--- config.mk ---
export PLATFORM = sky130hd
export DESIGN_NAME = bspm_smoother
export DESIGN_NICKNAME = d
export VERILOG_FILES = /design/src/hw/rtl/bspm_pkg.sv /design/src/hw/rtl/bspm_smoother.sv
export VERILOG_INCLUDE_DIRS = /design/src /design/src/hw/rtl
export SDC_FILE = /design/constraint.sdc
export NUM_CORES = 2
export LEC_CHECK = 0
export BUFFER_PORTS_ARGS = -buffer_cell sky130_fd_sc_hd__clkbuf_2
export CORE_MARGIN = 2
export CORE_UTILIZATION = 35
export CTS_BUF_LIST = sky130_fd_sc_hd__clkbuf_16
export CTS_CLUSTER_DIAMETER = 150
export DETAILED_ROUTE_END_ITERATION = 8
export PLACE_DENSITY_LB_ADDON = 0.3
export SLEW_MARGIN = 20
export SYNTH_ARGS = -nofsm -noshare
export SYNTH_HDL_FRONTEND = slang
export SYNTH_SLANG_ARGS = --single-unit
--- constraint.sdc ---
create_clock -name clk_i -period 11.9 [get_ports clk_i]
set_clock_uncertainty 0.1 [all_clocks]
set_input_delay 1.19 -clock clk_i [delete_from_list [all_inputs] [get_ports clk_i]]
set_output_delay 1.19 -clock clk_i [all_outputs]
set_load 0.005 [all_outputs]
--- src/hw/rtl/assert_macros.svh ---
// ----------------------------------------------------------------------------
// assertion macros
// clocked concurrent assertions on clk_i, disabled while rst_ni is low
// ----------------------------------------------------------------------------
`ifndef ASSERT_MACROS_SVH
`define ASSERT_MACROS_SVH

// property that holds at every clock edge
`define ASSERT_CLK(label, prop, msg) \
  label: assert property (@(posedge clk_i) disable iff (!rst_ni) (prop)) \
    else $error(msg);

// consequent that holds in the same cycle as the antecedent
`define ASSERT_IMPL(label, ante, cons, msg) \
  label: assert property (@(posedge clk_i) disable iff (!rst_ni) (ante) |-> (cons)) \
    else $error(msg);

`endif

--- src/hw/rtl/bspm_pkg.sv ---
// ----------------------------------------------------------------------------
// bspm_pkg
// types, constants and register codes of the background subtraction marker
// ----------------------------------------------------------------------------
package bspm_pkg;

  localparam int unsigned IMAGE_WIDTH  = 640;
  localparam int unsigned IMAGE_HEIGHT = 480;
  localparam int unsigned BG_DEPTH     = IMAGE_WIDTH * IMAGE_HEIGHT;
  localparam int unsigned BG_ADDR_W    = $clog2(BG_DEPTH);
  localparam int unsigned BG_FILL_W    = $clog2(BG_DEPTH + 1);

  localparam int unsigned PIX_W  = 8;
  localparam int unsigned FRAC_W = 16;
  localparam int unsigned BG_W   = PIX_W + FRAC_W;
  localparam logic [BG_W-1:0] BG_RESET = BG_W'(128 << FRAC_W);

  localparam int unsigned RATE_W = 16;
  localparam int unsigned THR_W  = 20;
  localparam int unsigned CNT_W  = 19;
  localparam logic [CNT_W-1:0] COUNT_MAX = '1;
  localparam int unsigned LVL_W  = CNT_W + FRAC_W;

  localparam int unsigned CFG_IDX_W  = 3;
  localparam int unsigned CFG_DATA_W = THR_W;

  typedef enum logic [CFG_IDX_W-1:0] {
    CFG_HOT_THRESHOLD    = 3'd0,
    CFG_MOTION_THRESHOLD = 3'd1,
    CFG_BG_RATE          = 3'd2,
    CFG_SMOOTH_RATE      = 3'd3,
    CFG_ALERT_THRESHOLD  = 3'd4,
    CFG_CLICK_THRESHOLD  = 3'd5
  } bspm_cfg_idx_e;

  typedef enum logic [1:0] {
    SM_IDLE,
    SM_ADD,
    SM_DONE
  } bspm_sm_state_e;

  typedef struct packed {
    logic [PIX_W-1:0] hot_threshold;
    logic [PIX_W-1:0] motion_threshold;
    logic [RATE_W-1:0] bg_rate;
    logic [RATE_W-1:0] smooth_rate;
    logic [THR_W-1:0] alert_threshold;
    logic [THR_W-1:0] click_threshold;
  } bspm_cfg_t;

  localparam bspm_cfg_t CFG_RESET = '{
    hot_threshold:    PIX_W'(12),
    motion_threshold: PIX_W'(20),
    bg_rate:          RATE_W'(655),
    smooth_rate:      RATE_W'(3277),
    alert_threshold:  THR_W'(750000),
    click_threshold:  THR_W'(300000)
  };

  typedef struct packed {
    logic [PIX_W-1:0] red_in;
    logic [PIX_W-1:0] green_in;
    logic [PIX_W-1:0] blue_in;
    logic             last_in_frame;
  } bspm_in_t;

  typedef struct packed {
    logic [PIX_W-1:0] red_out;
    logic [PIX_W-1:0] green_out;
    logic [PIX_W-1:0] blue_out;
    logic             marked;
    logic             frame_done;
    logic [CNT_W-1:0] hot_count;
    logic [CNT_W-1:0] smoothed_count;
    logic             alert;
    logic             click;
  } bspm_out_t;

  typedef struct packed {
    logic             start;
    logic             ack;
    logic [CNT_W-1:0] count;
  } bspm_sm_req_t;

  typedef struct packed {
    logic             done;
    logic [CNT_W-1:0] count;
    logic             alert;
  } bspm_sm_rsp_t;

endpackage

--- src/hw/rtl/bspm_smoother.sv ---
// ----------------------------------------------------------------------------
// bspm_smoother
// frame hot-count smoothing, registered multiply then accumulate in the add state
// ----------------------------------------------------------------------------
`include "assert_macros.svh"

module bspm_smoother (
  input  logic                  clk_i,
  input  logic                  rst_ni,
  input  bspm_pkg::bspm_cfg_t   cfg_i,
  input  bspm_pkg::bspm_sm_req_t req_i,
  output bspm_pkg::bspm_sm_rsp_t rsp_o
);

  bspm_pkg::bspm_sm_state_e state_q, state_d;

  logic [bspm_pkg::LVL_W-1:0]    lvl_q, lvl_d, lvl_next;
  logic [bspm_pkg::LVL_W-1:0]    p_cnt_q, p_hi_q;
  logic [2*bspm_pkg::FRAC_W-1:0] p_lo_q;
  logic [bspm_pkg::FRAC_W:0]     lo_ceil;
  logic [bspm_pkg::LVL_W+1:0]    lvl_sum;
  logic [bspm_pkg::CNT_W-1:0]    lvl_hi;
  logic [bspm_pkg::FRAC_W-1:0]   lvl_lo;

  assign lvl_hi = lvl_q[bspm_pkg::LVL_W-1:bspm_pkg::FRAC_W];
  assign lvl_lo = lvl_q[bspm_pkg::FRAC_W-1:0];

  // count*rate - ceil(lvl*rate), split so each product stays narrow
  always_ff @(posedge clk_i) begin
    if (state_q == bspm_pkg::SM_IDLE && req_i.start) begin
      p_cnt_q <= req_i.count * cfg_i.smooth_rate;
      p_hi_q  <= lvl_hi * cfg_i.smooth_rate;
      p_lo_q  <= lvl_lo * cfg_i.smooth_rate;
    end
  end

  assign lo_ceil = {1'b0, p_lo_q[2*bspm_pkg::FRAC_W-1:bspm_pkg::FRAC_W]}
                 + (bspm_pkg::FRAC_W+1)'(|p_lo_q[bspm_pkg::FRAC_W-1:0]);

  assign lvl_sum = {2'b00, lvl_q} + {2'b00, p_cnt_q} - {2'b00, p_hi_q}
                 - (bspm_pkg::LVL_W+2)'(lo_ceil);

  assign lvl_next = lvl_sum[bspm_pkg::LVL_W+1] ? '0 : lvl_sum[bspm_pkg::LVL_W-1:0];

  always_ff @(posedge clk_i or negedge rst_ni) begin
    if (!rst_ni) begin
      state_q <= bspm_pkg::SM_IDLE;
      lvl_q   <= '0;
    end else begin
      state_q <= state_d;
      lvl_q   <= lvl_d;
    end
  end

  always_comb begin
    state_d     = state_q;
    lvl_d       = lvl_q;
    rsp_o.done  = 1'b0;
    rsp_o.count = lvl_q[bspm_pkg::LVL_W-1:bspm_pkg::FRAC_W];
    rsp_o.alert = {1'b0, lvl_q} > {cfg_i.alert_threshold, {bspm_pkg::FRAC_W{1'b0}}};
    case (state_q)
      bspm_pkg::SM_IDLE: begin
        if (req_i.start) begin
          state_d = bspm_pkg::SM_ADD;
        end
      end
      bspm_pkg::SM_ADD: begin
        lvl_d   = lvl_next;
        state_d = bspm_pkg::SM_DONE;
      end
      bspm_pkg::SM_DONE: begin
        rsp_o.done = 1'b1;
        if (req_i.ack) begin
          state_d = bspm_pkg::SM_IDLE;
        end
      end
      default: begin
        state_d = bspm_pkg::SM_IDLE;
      end
    endcase
  end

  `ASSERT_IMPL(a_lvl_only_in_add, !$stable(lvl_q), $past(state_q) == bspm_pkg::SM_ADD,
               "smoothed level changed outside the add step")

endmodule

-- Word-level counts from Yosys, hierarchy flattened
Cells that the tools add are included.
- reductions and logical operators: 4
- multipliers: 3
- eq/ne operators: 4
- mux-type cells: 5
- magnitude comparators: 1
- add/sub/neg operators: 4
- operators with widths (kind ; number):
    multiplier 19 x 16 -> 35 bit ; 2
    subtractor 36 x 35 -> 37 bit ; 1
    subtractor 37 x 17 -> 37 bit ; 1
    adder 35 x 35 -> 36 bit ; 1
    > comparator 35 x 36 -> 1 bit ; 1
    2-to-1 mux 35 bit ; 1
    multiplier 16 x 16 -> 32 bit ; 1
    adder 16 x 1 -> 17 bit ; 1
    OR reduction 16 bit ; 1
    case mux 2 bit (3 select lines) ; 1
    2-to-1 mux 2 bit ; 2
    inequality test 2 bit, second input constant ; 2
    equality test 2 x 1 -> 1 bit, second input constant ; 1
    equality test 2 bit, second input constant ; 1
    zero test 2 bit ; 1
    AND reduction 2 bit ; 1
    logical AND 1 bit ; 1
    2-to-1 mux 1 bit ; 1
- bits of input ports: 111
- output and inout port bits: 21
- register bits after elaboration: 139

-- Depth between registers and ports, before layout
- depth in word-level cells: 4
- gate-level depth with buffers: 25
- depth with buffers taken out: 22

-- Least setup slack after synthesis
No wires, ideal clock.
- path type: input -> register
- start point: in req_i[20] (netlist name)
- end point: reg p_cnt_q[0] (netlist name), enable pin
- required time: 11092 ps
- slack: 2585 ps
- path buffers: 0
- arrival time: 8507 ps
- cell stages on the path: 1
- setup time: 708 ps
- path through: nor3b_1
- word-level cells in the longest chain between the ends: 1
- RTL lines (item ; line ; source):
    start: declaration ; bspm_smoother.sv:11 ; input bspm_pkg::bspm_sm_req_t req_i,
    logical AND 1 bit ; bspm_smoother.sv:30 ; if (state_q == bspm_pkg::SM_IDLE && req_i.start) begin
    end signal: assignment ; bspm_smoother.sv:31 ; p_cnt_q <= req_i.count * cfg_i.smooth_rate;
    end: declaration ; bspm_smoother.sv:18 ; logic [bspm_pkg::LVL_W-1:0] p_cnt_q, p_hi_q;
Every way passes these cells.
A chain may end at the register's enable or synchronous reset.

-- Worst setup path in the final report
- start point: in cfg_i[51] (netlist name)
- end point: reg p_hi_q[32] (netlist name), data pin
- word-level cells in the longest chain between the ends: 1
- RTL lines (item ; line ; source):
    start: declaration ; bspm_smoother.sv:10 ; input bspm_pkg::bspm_cfg_t cfg_i,
    multiplier 19 x 16 -> 35 bit ; bspm_smoother.sv:32 ; p_hi_q <= lvl_hi * cfg_i.smooth_rate;
    end signal: assignment ; bspm_smoother.sv:32 ;
    end: declaration ; bspm_smoother.sv:18 ;
Every way passes these cells.

==> impl_metrics.prom <==
# TYPE chip_impl_metric gauge
chip_impl_metric{name="routed-via-count",unit=""} 26118
chip_impl_metric{name="cts_hold_repair.buffers",unit=""} 0
chip_impl_metric{name="gp_congestion",unit=""} 0.827
chip_impl_info{name="synth_top_cell_by_area",value="sky130_fd_sc_hd__fa_1"} 1
chip_impl_metric{name="detail-route-antenna-nets",unit=""} 0
chip_impl_metric{name="finish.utilization",unit=""} 0.376
chip_impl_metric{name="maximum_net_fanout_on_the_critical_path",unit=""} 34
chip_impl_metric{name="die_w",unit="um"} 328
chip_impl_metric{name="yosys.area.top_type_share",unit=""} 0.391
chip_impl_metric{name="post-cts-setup-buffer-count",unit=""} 0
chip_impl_info{name="netlist_top_cells_area",value="sky130_fd_sc_hd__fa_1 (39%), sky130_fd_sc_hd__ha_1 (14%), sky130_fd_sc_hd__inv_1 (8.7%)"} 1
chip_impl_info{name="timing.hold.worst.class",value="reg -> reg"} 1
chip_impl_metric{name="grt_first_pass_wirelength",unit="um"} 151000
chip_impl_metric{name="grtUsageTotal",unit=""} 0.177
chip_impl_metric{name="slew_headroom",unit=""} 0.266
chip_impl_metric{name="synth.yosys.warnings",unit=""} 0
chip_impl_metric{name="layout-drive-gt1-share",unit=""} 0.0465
chip_impl_info{name="timing.critical_path.from_type",value="input pin"} 1
chip_impl_metric{name="finalSetupViolCount",unit=""} 0
chip_impl_metric{name="design.die.area",unit="um^2"} 108000
chip_impl_metric{name="worst_pin_slew",unit="ns"} 1.10
chip_impl_metric{name="die_h",unit="um"} 328
chip_impl_metric{name="routed_wl",unit="um"} 90200
chip_impl_metric{name="layout_min_cycle_time",unit="ns"} 8.06
chip_impl_metric{name="synthCells",unit=""} 3974
chip_impl_metric{name="dr.pass1.iters",unit=""} 5
chip_impl_metric{name="final_hold_viol_count",unit=""} 0
chip_impl_metric{name="async_reset_ff_frac",unit=""} 0.266
chip_impl_metric{name="place_area",unit="um^2"} 38400
chip_impl_metric{name="worst_ep_arrival_time",unit="ns"} 8.18
chip_impl_metric{name="max_cap_viol_count",unit=""} 0
chip_impl_info{name="mostFrequentLayoutCell",value="sky130_fd_sc_hd__inv_1"} 1
chip_impl_info{name="layout_common_cells",value="sky130_fd_sc_hd__inv_1 (852), sky130_fd_sc_hd__fa_1 (718), sky130_fd_sc_hd__nand2_1 (544)"} 1
chip_impl_metric{name="layout.nets",unit=""} 5161
chip_impl_info{name="cts_tree",value="built"} 1
chip_impl_info{name="rsz_0062_raised_after_global_routing",value="false"} 1
chip_impl_metric{name="fin_crit_sh",unit=""} 0.678
chip_impl_metric{name="clkSinkCount",unit=""} 139
chip_impl_metric{name="timing_max_transition_violations_final",unit=""} 0
chip_impl_metric{name="post_cts.resized_instances",unit=""} 0
chip_impl_metric{name="worstPathRequired",unit="ns"} 12.01
chip_impl_metric{name="floorplan.rows",unit=""} 118
chip_impl_metric{name="io-pin-count",unit=""} 132
chip_impl_metric{name="synth_cell_types",unit=""} 72
chip_impl_metric{name="syn_to_final_growth",unit="%"} 6.30
chip_impl_metric{name="ctsHtreeMaxLevel",unit=""} 4
chip_impl_info{name="criticalPathCategory",value="in -> reg"} 1
chip_impl_metric{name="max_freq",unit="MHz"} 124
chip_impl_metric{name="io_buffer_count",unit=""} 79
chip_impl_metric{name="grt-ovfl-total",unit=""} 0
chip_impl_metric{name="ff_latch_count_synth",unit=""} 139
chip_impl_metric{name="nets_in_the_synthesized_netlist",unit=""} 5210
chip_impl_metric{name="synth_area",unit="um^2"} 36700
chip_impl_metric{name="setup_tns",unit="ns"} 0
chip_impl_metric{name="fillerInstances",unit=""} 10515
chip_impl_metric{name="cts_buffers",unit=""} 17
chip_impl_info{name="clock-root-buffer",value="sky130_fd_sc_hd__clkbuf_16"} 1
chip_impl_metric{name="post_drt_via_cell_ratio",unit=""} 4.91
chip_impl_metric{name="place.detailed.hpwl",unit="um"} 70600
chip_impl_metric{name="first_global_vias",unit=""} 28166
chip_impl_metric{name="synth_enable_flop_cells",unit=""} 102
chip_impl_info{name="outcome",value="finished clean"} 1
chip_impl_info{name="worstSetupEndpointType",value="register"} 1
chip_impl_metric{name="worstSkewPairLatency",unit="ns"} 0.46
chip_impl_metric{name="initial_core_util",unit=""} 0.354
chip_impl_metric{name="layout_cell_area_excl_fill",unit="um^2"} 39000
chip_impl_metric{name="route.detailed.wl_per_inst",unit="um"} 16.9
chip_impl_metric{name="synth_sequential_area_ratio",unit=""} 0.109
chip_impl_info{name="synth-main-ff-cell",value="sky130_fd_sc_hd__edfxtp_1"} 1
chip_impl_metric{name="detail_route.iter0.violations",unit=""} 1388
chip_impl_metric{name="grt_antenna_before_repair",unit=""} 4
chip_impl_metric{name="cts.path.max_buffers",unit=""} 2
chip_impl_metric{name="avgSynthCellArea",unit="um^2"} 9.24
chip_impl_metric{name="regArea",unit="um^2"} 3990
chip_impl_metric{name="floorplan.core_area",unit="um^2"} 104000
chip_impl_metric{name="multi_input_logic_area",unit="um^2"} 28700
chip_impl_metric{name="drc_errors",unit=""} 0
chip_impl_metric{name="clk_pin_slew",unit="ns"} 0.07
chip_impl_metric{name="maximum_number_of_pins_on_one_net_before_global_route_repair",unit=""} 55
area by class of cell:
| class | count | share of cell area |
|---|---|---|
| clock inverter | 15 | 0.00436 |
| inverter | 852 | 0.0819 |
| sequential | 139 | 0.102 |
| timing repair buffer | 132 | 0.0206 |
| antenna | 3 | 0.000192 |
| multi-input combinational | 2783 | 0.736 |
| tap | 1380 | 0.0442 |
| clock buffer | 17 | 0.0109 |
worst max-delay path, cell delays in order:
cell                       delay [ns]
sky130_fd_sc_hd__clkbuf_2        0.51
sky130_fd_sc_hd__buf_4           0.53
sky130_fd_sc_hd__nand2_1         0.15
sky130_fd_sc_hd__fa_1            0.55
sky130_fd_sc_hd__inv_1           0.06
sky130_fd_sc_hd__fa_1            0.55
sky130_fd_sc_hd__fa_1            0.42
sky130_fd_sc_hd__fa_1            0.46
sky130_fd_sc_hd__fa_1            0.51
sky130_fd_sc_hd__inv_1           0.05
sky130_fd_sc_hd__fa_1            0.47
sky130_fd_sc_hd__inv_1           0.04
sky130_fd_sc_hd__ha_1            0.40
sky130_fd_sc_hd__and4_4          0.29
sky130_fd_sc_hd__nand4_1         0.16
sky130_fd_sc_hd__or3_1           0.36
sky130_fd_sc_hd__or3_1           0.40
sky130_fd_sc_hd__a31oi_1         0.37
sky130_fd_sc_hd__a221oi_1        0.23
sky130_fd_sc_hd__o21bai_2        0.15
sky130_fd_sc_hd__a21oi_1         0.09
sky130_fd_sc_hd__xnor2_1         0.13
path summary, 6_finish.rpt:
| kind | slack, ns | startpoint | cells after the start | endpoint |
|---|---|---|---|---|
| max reg2reg | 4.58 | lvl_q[27] | 20 | p_hi_q[32] |
| min | 0.44 | state_q[0] | 1 | state_q[0] |
| min reg2reg | 0.44 | state_q[0] | 1 | state_q[0] |
| max in group asynchronous | 10.51 | rst_ni | 2 | state_q[1] |
| max | 3.84 | cfg_i[51] | 22 | p_hi_q[32] |
| min in group asynchronous | 0.71 | rst_ni | 2 | lvl_q[34] |
Yosys cell counts (43+ instances only):
cell type and instances:
sky130_fd_sc_hd__nor2_1 60, sky130_fd_sc_hd__fa_1 718, sky130_fd_sc_hd__a21o_1 70, sky130_fd_sc_hd__ha_1 407, sky130_fd_sc_hd__clkbuf_1 178, sky130_fd_sc_hd__xor2_1 43
sky130_fd_sc_hd__edfxtp_1 102, sky130_fd_sc_hd__xnor2_1 72, sky130_fd_sc_hd__nand2_1 544, sky130_fd_sc_hd__o21ai_0 56, sky130_fd_sc_hd__and2_1 404, sky130_fd_sc_hd__a21oi_1 121
sky130_fd_sc_hd__inv_1 852
metrics by stage:
step | std cells | setup WS (ns) | hold slack (ns)
2_1_floorplan | 3974 | 2.59 | 0.358
3_3_place_gp | 5286 | 3.39 | 0.418
3_5_place_dp | 5286 | 3.35 | 0.436
4_1_cts | 5318 | 3.85 | 0.444
5_1_grt | 5318 | 3.53 | 0.476
6_report | 5321 | 3.84 | 0.436
sequential cells by signal (all words and copies together), names as in the netlist:
signal	cells
p_hi_q	35
state_q	2
p_cnt_q	35
p_lo_q	32
lvl_q	35
cells by family after synthesis:
kind of cell / synth area share
muxes: 0.000818
xor gates and xnor gates: 0.0274
DFF: 0.109
buffers and inverters: 0.110
AOI/OAI and AO/OA: 0.0680
and+or+nand+nor: 0.155
adders and majority gates: 0.530
metal layers:
metal	share of wire	track usage
met5	0	0
met4	0.012	0.0304
met3	0.046	0.0249
met2	0.48	0.301
met1	0.46	0.243
Power is not shown: default switching activity piles up to over one toggle a cycle in this logic, so the estimate is an artifact.
